<file path="src/rtl/button_debounce_autorepeat_macros.svh">
// Assertion helpers shared by the debounce block.
`ifndef BUTTON_DEBOUNCE_AUTOREPEAT_MACROS_SVH
`define BUTTON_DEBOUNCE_AUTOREPEAT_MACROS_SVH

// Same-cycle implication, checked outside reset.
`define BDA_ASSERT_IMPL(label, clk, rst_n, ante, cons, msg) \
  label: assert property (@(posedge clk) disable iff (!rst_n) (ante) |-> (cons)) \
    else $error(msg);

// Next-cycle implication, checked outside reset.
`define BDA_ASSERT_NEXT(label, clk, rst_n, ante, cons, msg) \
  label: assert property (@(posedge clk) disable iff (!rst_n) (ante) |=> (cons)) \
    else $error(msg);

`endif

</file>
<file path="src/rtl/bda_pkg.sv">
package bda_pkg;

  localparam int PinW    = 5;
  localparam int BtnIdxW = 3;
  localparam int CfgW    = 8;

  // reset values of the configuration registers, and the debounce limit maximum
  localparam logic [CfgW-1:0] DebounceReset    = 8'd10;
  localparam logic [CfgW-1:0] RepeatFirstReset = 8'd100;
  localparam logic [CfgW-1:0] RepeatIntReset   = 8'd30;
  localparam logic [CfgW-1:0] DebounceMax      = 8'd254;

  typedef enum logic [1:0] {
    FUNC_TICK  = 2'd0,
    FUNC_TAKE  = 2'd1,
    FUNC_CLEAR = 2'd2
  } func_e;

  typedef enum logic [1:0] {
    CFG_DEBOUNCE = 2'd0,
    CFG_FIRST    = 2'd1,
    CFG_INTERVAL = 2'd2
  } cfg_idx_e;

  typedef struct packed {
    logic [CfgW-1:0] limit;
    logic [CfgW-1:0] first;
    logic [CfgW-1:0] interval;
  } bda_cfg_t;

  typedef struct packed {
    logic  en;
    func_e func;
  } bda_ctrl_t;

endpackage

</file>
<file path="src/rtl/bda_if.sv">
// Input item channel
interface bda_in_if import bda_pkg::*; ();
  logic                 valid;
  logic                 ready;
  func_e                func;
  logic [PinW-1:0]      pin_levels;
  logic [BtnIdxW-1:0]   button_index;

  modport source (output valid, func, pin_levels, button_index, input ready);
  modport sink   (input valid, func, pin_levels, button_index, output ready);
endinterface

// Result item channel
interface bda_out_if import bda_pkg::*; ();
  logic            valid;
  logic            ready;
  logic            press_taken;
  logic [PinW-1:0] held_mask;
  logic [PinW-1:0] pending_mask;

  modport source (output valid, press_taken, held_mask, pending_mask, input ready);
  modport sink   (input valid, press_taken, held_mask, pending_mask, output ready);
endinterface

// Configuration write channel
interface bda_cfg_if import bda_pkg::*; ();
  logic            valid;
  logic            ready;
  cfg_idx_e        index;
  logic [CfgW-1:0] data;

  modport source (output valid, index, data, input ready);
  modport sink   (input valid, index, data, output ready);
endinterface

</file>
<file path="src/rtl/bda_cell.sv">
// Per-button debounce, repeat counter and press flag.
module bda_cell import bda_pkg::*; (
  input  logic      clk_i,
  input  logic      rst_ni,
  input  bda_cfg_t  cfg_i,
  input  bda_ctrl_t ctrl_i,
  input  logic      level_i,
  input  logic      sel_i,
  output logic      held_o,
  output logic      pending_o,
  output logic      taken_o
);

  logic            stable_q, stable_d;
  logic [CfgW-1:0] change_q, change_d;
  logic [CfgW-1:0] repeat_q, repeat_d;
  logic            flag_q, flag_d;
  logic [CfgW-1:0] repeat_dec;

  // saturating count-down of the repeat counter
  assign repeat_dec = (repeat_q == '0) ? '0 : repeat_q - 8'd1;

  // next state for one item
  always_comb begin
    stable_d = stable_q;
    change_d = change_q;
    repeat_d = repeat_q;
    flag_d   = flag_q;
    taken_o  = 1'b0;
    if (ctrl_i.en) begin
      unique case (ctrl_i.func)
        FUNC_TICK: begin
          if (level_i == stable_q) begin
            change_d = '0;
            if (!level_i) begin
              if (repeat_dec == '0) begin
                repeat_d = cfg_i.interval;
                flag_d   = 1'b1;
              end else begin
                repeat_d = repeat_dec;
              end
            end
          end else if (change_q > cfg_i.limit) begin
            change_d = '0;
            repeat_d = cfg_i.first;
            stable_d = level_i;
            if (!level_i) flag_d = 1'b1;
          end else begin
            change_d = change_q + 8'd1;
          end
        end
        FUNC_TAKE: begin
          if (sel_i) begin
            taken_o = flag_q;
            flag_d  = 1'b0;
          end
        end
        FUNC_CLEAR: flag_d = 1'b0;
        default: ;
      endcase
    end
  end

  always_ff @(posedge clk_i or negedge rst_ni) begin
    if (!rst_ni) begin
      stable_q <= 1'b1;
      change_q <= '0;
      repeat_q <= RepeatFirstReset;
      flag_q   <= 1'b0;
    end else begin
      stable_q <= stable_d;
      change_q <= change_d;
      repeat_q <= repeat_d;
      flag_q   <= flag_d;
    end
  end

  // state after this item, for the result
  assign held_o    = ~stable_d;
  assign pending_o = flag_d;

endmodule

</file>
<file path="src/rtl/button_debounce_autorepeat.sv">
// Debouncer with auto-repeat for active-low buttons.
// Channels: in_i carries items (func: sample tick, take one flag, clear all
// flags; pin_levels; button_index), out_o returns one result per item
// (press_taken, held_mask, pending_mask), cfg_i writes the debounce limit,
// first repeat delay and repeat interval (index 0..2, always ready; write
// only while no item is in flight).
// Pipeline: the input transfer loads the input register and the per-button
// update then loads the result register, from which out_o presents the
// result; one item per cycle sustained while out_o is taken, the per-button
// update between those registers being combinational.
// Stall: when out_o is not taken, the result holds and one more item may
// wait in the input register; in_i.ready then drops until out_o moves.
// Reset: all buttons released, counters and flags cleared, repeat counters
// loaded with the reset first delay, registers at 10 / 100 / 30; both
// pipeline registers empty. No clearing pass: items are accepted at once.
`include "button_debounce_autorepeat_macros.svh"

module button_debounce_autorepeat import bda_pkg::*; #(
  parameter int NUM_BUTTONS = 5
) (
  input  logic   clk_i,
  input  logic   rst_ni,
  bda_cfg_if.sink   cfg_i,
  bda_in_if.sink    in_i,
  bda_out_if.source out_o
);

  // configuration registers
  bda_cfg_t cfg_q, cfg_d;

  assign cfg_i.ready = 1'b1;

  always_comb begin
    cfg_d = cfg_q;
    if (cfg_i.valid) begin
      unique case (cfg_i.index)
        CFG_DEBOUNCE: cfg_d.limit    = (cfg_i.data > DebounceMax) ? DebounceMax : cfg_i.data;
        CFG_FIRST:    cfg_d.first    = (cfg_i.data == '0) ? 8'd1 : cfg_i.data;
        CFG_INTERVAL: cfg_d.interval = (cfg_i.data == '0) ? 8'd1 : cfg_i.data;
        default: ;
      endcase
    end
  end

  always_ff @(posedge clk_i or negedge rst_ni) begin
    if (!rst_ni) begin
      cfg_q.limit    <= DebounceReset;
      cfg_q.first    <= RepeatFirstReset;
      cfg_q.interval <= RepeatIntReset;
    end else begin
      cfg_q <= cfg_d;
    end
  end

  // input register stage
  logic               s1_valid_q;
  func_e              s1_func_q;
  logic [PinW-1:0]    s1_pins_q;
  logic [BtnIdxW-1:0] s1_idx_q;
  logic               out_valid_q;
  logic               s1_move;
  logic               in_xfer;

  assign s1_move    = s1_valid_q && (!out_valid_q || out_o.ready);
  assign in_i.ready = !s1_valid_q || s1_move;
  assign in_xfer    = in_i.valid && in_i.ready;

  always_ff @(posedge clk_i or negedge rst_ni) begin
    if (!rst_ni) begin
      s1_valid_q <= 1'b0;
    end else if (in_i.ready) begin
      s1_valid_q <= in_i.valid;
    end
  end

  always_ff @(posedge clk_i) begin
    if (in_xfer) begin
      s1_func_q <= in_i.func;
      s1_pins_q <= in_i.pin_levels;
      s1_idx_q  <= in_i.button_index;
    end
  end

  // per-button cells
  bda_ctrl_t              ctrl;
  logic [NUM_BUTTONS-1:0] held_next;
  logic [NUM_BUTTONS-1:0] pend_next;
  logic [NUM_BUTTONS-1:0] taken_vec;
  logic [PinW-1:0]        held_vis;
  logic [PinW-1:0]        pend_vis;

  assign ctrl.en   = s1_move;
  assign ctrl.func = s1_func_q;

  for (genvar i = 0; i < NUM_BUTTONS; i++) begin : g_cell
    logic lvl;
    logic sel;
    if (i < PinW) begin : g_pin
      assign lvl = s1_pins_q[i];
    end else begin : g_nopin
      assign lvl = 1'b0;
    end
    if (i < (1 << BtnIdxW)) begin : g_sel
      assign sel = (s1_idx_q == BtnIdxW'(i));
    end else begin : g_nosel
      assign sel = 1'b0;
    end
    bda_cell u_cell (
      .clk_i     (clk_i),
      .rst_ni    (rst_ni),
      .cfg_i     (cfg_q),
      .ctrl_i    (ctrl),
      .level_i   (lvl),
      .sel_i     (sel),
      .held_o    (held_next[i]),
      .pending_o (pend_next[i]),
      .taken_o   (taken_vec[i])
    );
  end

  // only the first buttons appear in the masks
  for (genvar i = 0; i < PinW; i++) begin : g_mask
    if (i < NUM_BUTTONS) begin : g_on
      assign held_vis[i] = held_next[i];
      assign pend_vis[i] = pend_next[i];
    end else begin : g_off
      assign held_vis[i] = 1'b0;
      assign pend_vis[i] = 1'b0;
    end
  end

  // result register
  logic            taken_q;
  logic [PinW-1:0] held_q;
  logic [PinW-1:0] pend_q;

  always_ff @(posedge clk_i or negedge rst_ni) begin
    if (!rst_ni) begin
      out_valid_q <= 1'b0;
    end else if (!out_valid_q || out_o.ready) begin
      out_valid_q <= s1_valid_q;
    end
  end

  always_ff @(posedge clk_i) begin
    if (s1_move) begin
      taken_q <= |taken_vec;
      held_q  <= held_vis;
      pend_q  <= pend_vis;
    end
  end

  assign out_o.valid        = out_valid_q;
  assign out_o.press_taken  = taken_q;
  assign out_o.held_mask    = held_q;
  assign out_o.pending_mask = pend_q;

  // checks
  `BDA_ASSERT_NEXT(a_clear_empties, clk_i, rst_ni, s1_move && s1_func_q == FUNC_CLEAR, out_o.pending_mask == '0, "pending flags left after clear")
  `BDA_ASSERT_IMPL(a_full_blocks, clk_i, rst_ni, s1_valid_q && out_valid_q && !out_o.ready, !in_i.ready, "input taken while pipeline full")
  `BDA_ASSERT_IMPL(a_cfg_range, clk_i, rst_ni, 1'b1, cfg_q.limit != 8'hFF && cfg_q.first != '0 && cfg_q.interval != '0, "configuration register out of range")
  `BDA_ASSERT_NEXT(a_take_only, clk_i, rst_ni, s1_move && s1_func_q != FUNC_TAKE, !out_o.press_taken, "press reported without take")

endmodule
</file>
<file path="src/flat_wrapper.sv">
// flat-port wrapper written by rule: the top's interface ports become plain ports
module button_debounce_autorepeat_flat import bda_pkg::*;
#(
  parameter int NUM_BUTTONS = 5
)
  (clk_i, rst_ni, cfg_i_valid, cfg_i_index, cfg_i_data, cfg_i_ready, in_i_valid, in_i_func, in_i_pin_levels, in_i_button_index, in_i_ready, out_o_valid, out_o_press_taken, out_o_held_mask, out_o_pending_mask, out_o_ready);
  bda_cfg_if cfg_i_i ();
  bda_in_if in_i_i ();
  bda_out_if out_o_i ();
  input  logic clk_i;
  input  logic rst_ni;
  input wire logic [$bits(cfg_i_i.valid)-1:0] cfg_i_valid;
  input wire logic [$bits(cfg_i_i.index)-1:0] cfg_i_index;
  input wire logic [$bits(cfg_i_i.data)-1:0] cfg_i_data;
  output wire logic [$bits(cfg_i_i.ready)-1:0] cfg_i_ready;
  input wire logic [$bits(in_i_i.valid)-1:0] in_i_valid;
  input wire logic [$bits(in_i_i.func)-1:0] in_i_func;
  input wire logic [$bits(in_i_i.pin_levels)-1:0] in_i_pin_levels;
  input wire logic [$bits(in_i_i.button_index)-1:0] in_i_button_index;
  output wire logic [$bits(in_i_i.ready)-1:0] in_i_ready;
  output wire logic [$bits(out_o_i.valid)-1:0] out_o_valid;
  output wire logic [$bits(out_o_i.press_taken)-1:0] out_o_press_taken;
  output wire logic [$bits(out_o_i.held_mask)-1:0] out_o_held_mask;
  output wire logic [$bits(out_o_i.pending_mask)-1:0] out_o_pending_mask;
  input wire logic [$bits(out_o_i.ready)-1:0] out_o_ready;
  assign cfg_i_i.valid = cfg_i_valid;
  assign cfg_i_i.index = cfg_i_index;
  assign cfg_i_i.data = cfg_i_data;
  assign cfg_i_ready = cfg_i_i.ready;
  assign in_i_i.valid = in_i_valid;
  assign in_i_i.func = in_i_func;
  assign in_i_i.pin_levels = in_i_pin_levels;
  assign in_i_i.button_index = in_i_button_index;
  assign in_i_ready = in_i_i.ready;
  assign out_o_valid = out_o_i.valid;
  assign out_o_press_taken = out_o_i.press_taken;
  assign out_o_held_mask = out_o_i.held_mask;
  assign out_o_pending_mask = out_o_i.pending_mask;
  assign out_o_i.ready = out_o_ready;
  button_debounce_autorepeat #(.NUM_BUTTONS(NUM_BUTTONS)) u_core (.clk_i(clk_i), .rst_ni(rst_ni), .cfg_i(cfg_i_i), .in_i(in_i_i), .out_o(out_o_i));
endmodule
</file>
<file path="config.mk">
export PLATFORM = sky130hd
export DESIGN_NAME = button_debounce_autorepeat_flat
export DESIGN_NICKNAME = d
export VERILOG_FILES = /design/src/rtl/bda_pkg.sv /design/src/rtl/bda_if.sv /design/src/rtl/bda_cell.sv /design/src/rtl/button_debounce_autorepeat.sv /design/src/flat_wrapper.sv
export VERILOG_INCLUDE_DIRS = /design/src /design/src/rtl
export SDC_FILE = /design/constraint.sdc
export NUM_CORES = 1
export LEC_CHECK = 0
export BUFFER_PORTS_ARGS = -buffer_cell sky130_fd_sc_hd__clkbuf_2
export CORE_MARGIN = 8
export CORE_UTILIZATION = 35
export CTS_CLUSTER_DIAMETER = 60
export CTS_CLUSTER_SIZE = 25
export DETAILED_ROUTE_END_ITERATION = 10
export GPL_ROUTABILITY_DRIVEN = 0
export SYNTH_ARGS = -nofsm -noshare
export SYNTH_HDL_FRONTEND = slang
export SYNTH_SLANG_ARGS = --single-unit
</file>
<file path="constraint.sdc">
create_clock -name clk_i -period 4.6 [get_ports clk_i]
set_clock_uncertainty 0.15 [all_clocks]
set_input_delay 0.92 -clock clk_i [delete_from_list [all_inputs] [get_ports clk_i]]
set_output_delay 0.92 -clock clk_i [all_outputs]
set_load 0.1 [all_outputs]
</file>
==> impl_metrics.csv, run 1 <==
group,metric,value,unit
detailed_routing,first_pass_iters,5,
power_and_ir_drop,ir_drop,0.327,mV
place,hpwl,16700,um
logic_synthesis,ys_seq_elements,137,
logic_synthesis,ys_seq_area_share,41.1,%
clock_tree,clockBufferDepth,2,
floorplanning,core,24400,um^2
detailed_routing,wire_per_inst,18.0,um
logic_synthesis,synth_cells,909,
cells_and_area,fin_cells,1277,
detailed_routing,drtIter0Drc,539,
logic_synthesis,ys_types,80,
clock_tree,cts_root_buffer,"clkbuf_16",
worst_setup_path,arrival,3320,ps
min_path,whs_path_depth,2,
cells_and_area,regArea,3570,um^2
worst_setup_path,critPathMaxFanout,6,
worst_setup_path,endpoint_kind,"flop",
cells_and_area,drive_gt1_share,17.7,%
cells_and_area,area_delta_synth_final,13.6,%
detailed_routing,vias,7138,
cells_and_area,fillCellCount,2418,
run_status,run_status,"completed",
floorplanning,fp.dieW,174,um
clock_tree,cts.htree.levels,4,
clock_tree,cts.hold.buffers_added,0,
worst_setup_path,worst_r2r_path_depth,8,
place,port_buffers,37,
timing,fin_crit_sh,68.7,%
min_path,min_path_type,"reg2reg",
cells_and_area,multi_input_comb_area,4820,um^2
logic_synthesis,synth_nets,984,
power_and_ir_drop,power.total,5.54,mW
timing,max_freq,316,MHz
floorplanning,die-area,30100,um^2
timing,rsz0062_at_grt,"false",
detailed_routing,drc,0,
place,placedCellCount,1245,
job,maxCapViolations,0,
global_routing,grt_pass1_wl,36800,um
cells_and_area,antennaDiodeCount,0,
cells_and_area,final_util,40.5,%
clock_tree,cts_sinks,137,
logic_synthesis,avgSynthCellArea,9.57,um^2
global_routing,overflow,0,
worst_setup_path,r2r_start,"u_core.cfg_q[17]$_DFFE_PN1P_",
clock_tree,clkLatencyLatePin,420,ps
clock_tree,cts_setup_buffers,0,
cells_and_area,final_nets,1015,
clock_tree,ctsResizeCount,0,
global_routing,grtUsageTotal,15.2,%
power_and_ir_drop,power_density,561,nW/um^2
logic_synthesis,synth_edf_count,21,
detailed_routing,via_per_inst,5.59,
global_routing,grt_max_degree,58,
worst_setup_path,start_kind,"flop",
global_routing,grt_pass1_vias,6694,
worst_setup_path,critPathKind,"reg2reg",
timing,final-max-slew-violation-count,0,
floorplanning,initial_core_util,35.6,%
worst_setup_path,r2r_end,"u_core.g_cell[2].u_cell.repeat_q[3]$_DFFE_PN0P_",
logic_synthesis,synth-async-reset-ratio,84.7,%
floorplanning,pin_count,39,
clock_tree,cts_tree,"yes",
worst_setup_path,crit_required,4760,ps
timing,fin_crit,3160,ps
clock_tree,clkTransAtPathRegs,60,ps
power_and_ir_drop,p_leak,4.09,nW
timing,worst_pin_slew,1140,ps
logic_synthesis,syn_area,8690,um^2
timing,tns,0,ps
floorplanning,rows,57,
global_routing,antenna_found_initial,0,
min_path,hold_start,"u_core.g_cell[1].u_cell.repeat_q[5]$_DFFE_PN1P_",
detailed_routing,antenna_left,0,
clock_tree,numCtsBuffers,17,
min_path,whs_endpoint,"u_core.g_cell[1].u_cell.repeat_q[5]$_DFFE_PN1P_",
detailed_routing,drt-total-wl,23000,um
timing,hold_viol_final,0,
timing,finalSetupViolations,0,
worst_setup_path,rrSetupSlack,1440,ps
logic_synthesis,ys_warn_count,0,
timing,slew_headroom,23.4,%
logic_synthesis,ys.flop_type,"dfrtp_1",
floorplanning,die_y,174,um
-- power breakdown --
group	internal (mW)	switching, mW	leakage, nW
logic	0.845	1.09	2.17
clock network	0.971	0.538	0.312
registers	1.60	0.491	1.61
total	3.42	2.12	4.09
-- kinds of logic after synthesis --
kind of cell	Yosys count	synth area share, %
xor gates and xnor gates	27	2.72
other	1	0.0431
buffers and inverters	81	3.61
adders and majority gates	54	7.66
DFF	137	41.1
and+or+nand+nor	300	18.2
AOI/OAI and AO/OA	251	19.3
muxes	58	7.41
-- cells in the mapped netlist, drive strengths merged, types with 9 or more instances --
cell type	number	area share, %
a21oi	42	2.4
ha	50	7.2
a31oi	12	0.86
nand2b	13	0.94
and3	15	1.1
o31ai	14	1.3
nand2	86	3.7
nand3	20	1.2
a221oi	9	0.91
xor2	14	1.4
dfrtp	87	25
mux2i	16	1.8
o21ai	89	5.1
edfxtp	21	7.3
dfstp	29	8.8
nor4	15	1.5
clkbuf	28	1.2
nor2b	13	0.94
xnor2	13	1.3
nor3	35	2.1
nand4	17	1.2
inv	47	2.0
nor2	48	2.1
mux2	41	5.3
-- stage by stage --
stage          hold slack [ps]  setup slack [ps]  area [um^2]
2_1_floorplan              316              1610         8690
6_report                   350              1440         9880
3_5_place_dp               346              1320         9230
5_1_grt                    379              1150         9880
3_3_place_gp               358              1400         9230
4_1_cts                    354              1420         9880
-- worst max-delay path by stage --
stage                                   start                                               to  slack (ps)
5_1_grt          u_core.cfg_q[17]$_DFFE_PN1P_           u_core.out_o.pending_mask[3]$_DFFE_PP_        1150
3_3_place_gp                      out_o_ready  u_core.g_cell[4].u_cell.repeat_q[1]$_DFFE_PN0P_        1400
6_report         u_core.cfg_q[17]$_DFFE_PN1P_  u_core.g_cell[2].u_cell.repeat_q[3]$_DFFE_PN0P_        1440
4_1_cts          u_core.cfg_q[19]$_DFFE_PN1P_  u_core.g_cell[1].u_cell.repeat_q[4]$_DFFE_PN0P_        1420
3_5_place_dp                      out_o_ready  u_core.g_cell[4].u_cell.repeat_q[3]$_DFFE_PN0P_        1320
2_1_floorplan  u_core.out_o.valid$_DFFE_PN0P_                                       in_i_ready        1610
-- placed cells by master, fill, tap and decap left out, types with 6 or more instances in the layout --
master / n
a221o_1: 7
o31ai_1: 13
clkbuf_16: 18
inv_1: 47
buf_4: 10
o22ai_1: 6
clkbuf_2: 36
nor2_1: 48
xnor2_1: 13
nand2_1: 86
mux2i_1: 16
dfstp_2: 29
a22o_1: 6
ha_1: 50
nand4_1: 17
nor4_1: 12
dfrtp_1: 87
nand2b_1: 13
a21o_1: 6
edfxtp_1: 21
xor2_1: 14
o21ai_0: 88
a21oi_1: 42
nand3_1: 19
and3_1: 15
a32o_1: 7
a221oi_1: 9
a31oi_1: 12
a22oi_1: 6
mux2_2: 41
nor3_1: 33
nor2b_1: 13
-- layout make-up --
type / count / area share, %
clock buffers: 22 / 4.92
multi-input cells: 691 / 48.8
inverters: 47 / 1.79
well taps: 324 / 4.10
repair buffers: 46 / 2.58
flip-flops and latches: 137 / 36.1
clock inverters: 10 / 1.65
-- sequential cells by signal, summed over array words and instances, names as in the netlist --
signal                         count
u_core.g_cell.u_cell.change_q     40
u_core.out_o.valid                 1
u_core.s1_idx_q                    3
u_core.s1_func_q                   2
u_core.s1_pins_q                   5
u_core.s1_valid_q                  1
u_core.cfg_q                      24
u_core.g_cell.u_cell.repeat_q     40
u_core.out_o.held_mask             5
u_core.g_cell.u_cell.stable_q      5
u_core.out_o.press_taken           1
u_core.g_cell.u_cell.flag_q        5
u_core.out_o.pending_mask          5
-- worst max-delay path, stage by stage (launching register included) --
cell and delay (ps):
dfstp_2 510, inv_1 130, ha_1 300, and3_1 190, a21boi_0 250, a22oi_1 160, maj3_1 430, nor2_1 510
mux2_2 410
-- metal layers --
metal	vias up	GRT usage (%)	part of all wire, %
li1	3479	-	-
met1	3452	20.7	48
met2	172	23.7	46
met3	35	2.59	4.1
met4	0	5.95	2.0
met5	-	0	0
Note: power is estimated with default switching activity, not from simulation.
==> inputs of run 2 (changes only) <==
- clock period: 4.6 -> 3.2 ns (I/O delays scaled with it)
==> run 2 against run 1 <==
Effect of this change:
- power increased by 44%
- critical path depth unchanged
- setup slack got worse by 1200 ps
- clock power increased by 40%
- sequential power increased by 44%
- wire length decreased by 0.40%
- combinational power increased by 46%
- global-route usage increased by 0.062 points
- sequential share of layout area decreased by 0.59 points
- final area increased by 1.7%
- critical path type unchanged
- critical endpoint is now u_core.g_cell[2].u_cell.repeat_q[4]$_DFFE_PN0P_
- largest power group unchanged
==> impl_metrics.csv, run 2 (synthesis results as in run 1) <==
group,metric,value,unit
detailed_routing,via_per_inst,5.49,
clock_tree,cts.htree.levels,4,
place,dp_slack,73.2,ps
cells_and_area,fin_cells,1297,
floorplanning,rows,57,
clock_tree,cts_root_buffer,"clkbuf_16",
floorplanning,die_y,174,um
timing,worst_pin_slew,723,ps
clock_tree,clockBufferDepth,2,
detailed_routing,drc,0,
power_and_ir_drop,ir_drop,0.420,mV
min_path,min_path_type,"in2async",
timing,fin_crit_sh,93.3,%
place,placed_area,9390,um^2
floorplanning,pin_count,39,
floorplanning,fp.dieW,174,um
clock_tree,cts.hold.buffers_added,0,
global_routing,overflow,0,
clock_tree,cts_sinks,137,
detailed_routing,first_pass_iters,6,
power_and_ir_drop,power_density,795,nW/um^2
worst_setup_path,r2r_end,"u_core.g_cell[2].u_cell.repeat_q[4]$_DFFE_PN0P_",
timing,worst_hold_slack,155,ps
cells_and_area,area_delta_synth_final,15.5,%
timing,setup_ws,213,ps
floorplanning,die-area,30100,um^2
power_and_ir_drop,power.total,7.98,mW
worst_setup_path,rrSetupSlack,210,ps
worst_setup_path,r2r_start,"u_core.cfg_q[17]$_DFFE_PN1P_",
timing,finalSetupViolations,0,
worst_setup_path,crit_required,3360,ps
worst_setup_path,critPathMaxFanout,6,
clock_tree,cts_tree,"yes",
timing,rsz0062_at_grt,"false",
global_routing,antenna_found_initial,0,
timing,hold_viol_final,0,
timing,fin_crit,2990,ps
detailed_routing,drtIter0Drc,619,
job,maxCapViolations,0,
cells_and_area,reg.largest.list,"u_core.g_cell.u_cell.change_q x40, u_core.g_cell.u_cell.repeat_q x40, u_core.cfg_q x24",
worst_setup_path,start_kind,"flop",
run_status,run_status,"completed",
power_and_ir_drop,p_leak,4.19,nW
timing,final-max-slew-violation-count,0,
clock_tree,numCtsBuffers,17,
clock_tree,clkTransAtPathRegs,60,ps
timing,max_freq,335,MHz
timing,tns,0,ps
cells_and_area,final_common_cell,"o21ai_0",
place,hpwl,16300,um
place,port_buffers,37,
floorplanning,core,24400,um^2
timing,slew_headroom,51.4,%
cells_and_area,stdcell_area,10000,um^2
worst_setup_path,critPathKind,"reg2reg",
global_routing,grt_pass1_wl,37100,um
detailed_routing,drt-total-wl,22900,um
clock_tree,clkLatencyLatePin,430,ps
detailed_routing,vias,7123,
detailed_routing,wire_per_inst,17.7,um
floorplanning,initial_core_util,35.6,%
cells_and_area,final_nets,1035,
place,placedCellCount,1265,
global_routing,grtUsageTotal,15.3,%
global_routing,grt_pass1_vias,6754,
cells_and_area,antennaDiodeCount,0,
worst_setup_path,endpoint_kind,"flop",
worst_setup_path,worst_r2r_path_depth,8,
global_routing,grt_max_degree,117,
cells_and_area,final_cell_mix,"o21ai_0 (88), dfrtp_1 (87), nand2_1 (86)",
cells_and_area,final_util,41.2,%
worst_setup_path,arrival,3150,ps
cells_and_area,drive_gt1_share,19.8,%
detailed_routing,antenna_left,0,
[run 2: changes by cell type in the layout (fill, tap and decap cells not counted), moves of 2 or more]
| cell | change |
|---|---|
| clkinv_4 | +4 |
| clkbuf_1 | -2 |
| clkinv_2 | -2 |
| buf_4 | +19 |
[run 2: timing repair]
item | 4_1_cts | 5_1_grt
endpoints found under the setup margin | 0 | 4
setup buffers | 0 | 0
resized for setup | 0 | 2
[run 2: worst max-delay path by stage]
stage	start	end	slack, ps	cells past startpoint
after floorplan	u_core.out_o.valid$_DFFE_PN0P_	u_core.s1_func_q[0]$_DFFE_PP_	220	2
after global placement	u_core.cfg_q[17]$_DFFE_PN1P_	u_core.g_cell[2].u_cell.repeat_q[3]$_DFFE_PN0P_	140	8
after detailed placement	u_core.cfg_q[17]$_DFFE_PN1P_	u_core.g_cell[2].u_cell.repeat_q[4]$_DFFE_PN0P_	70	8
after CTS	u_core.cfg_q[17]$_DFFE_PN1P_	u_core.g_cell[2].u_cell.repeat_q[4]$_DFFE_PN0P_	80	8
after global routing	u_core.g_cell[0].u_cell.repeat_q[0]$_DFFE_PN0P_	u_core.out_o.pending_mask[0]$_DFFE_PP_	60	8
final	u_core.cfg_q[17]$_DFFE_PN1P_	u_core.g_cell[2].u_cell.repeat_q[4]$_DFFE_PN0P_	210	8
[run 2: report_power, final]
| part | switching, mW | internal (mW) |
|---|---|---|
| Clock | 0.798 | 1.32 |
| Combinational | 1.56 | 1.28 |
| Sequential | 0.717 | 2.31 |
| Total | 3.08 | 4.90 |
[run 2: layer usage]
layer / global-route usage, % / routed length, um
met3: 2.85 / 976
met2: 23.5 / 10100
met5: 0 / 0
met1: 21.0 / 11300
met4: 5.74 / 576
[run 2: final cells by class]
class / instances / area [um^2]
Inverter: 47 / 176
Clock inverter: 12 / 163
Tap cell: 324 / 405
Multi-Input combinational cell: 691 / 4830
Timing Repair Buffer: 66 / 418
Clock buffer: 20 / 478
Fill cell: 2431 / 14400
Sequential cell: 137 / 3570
[run 2: worst max-delay path: stages, from the launching register on]
cell	delay, ps
dfstp_2	520
inv_1	130
ha_1	310
and3_1	200
a21boi_0	250
a22oi_1	150
maj3_1	440
nor2_2	350
mux2_2	380
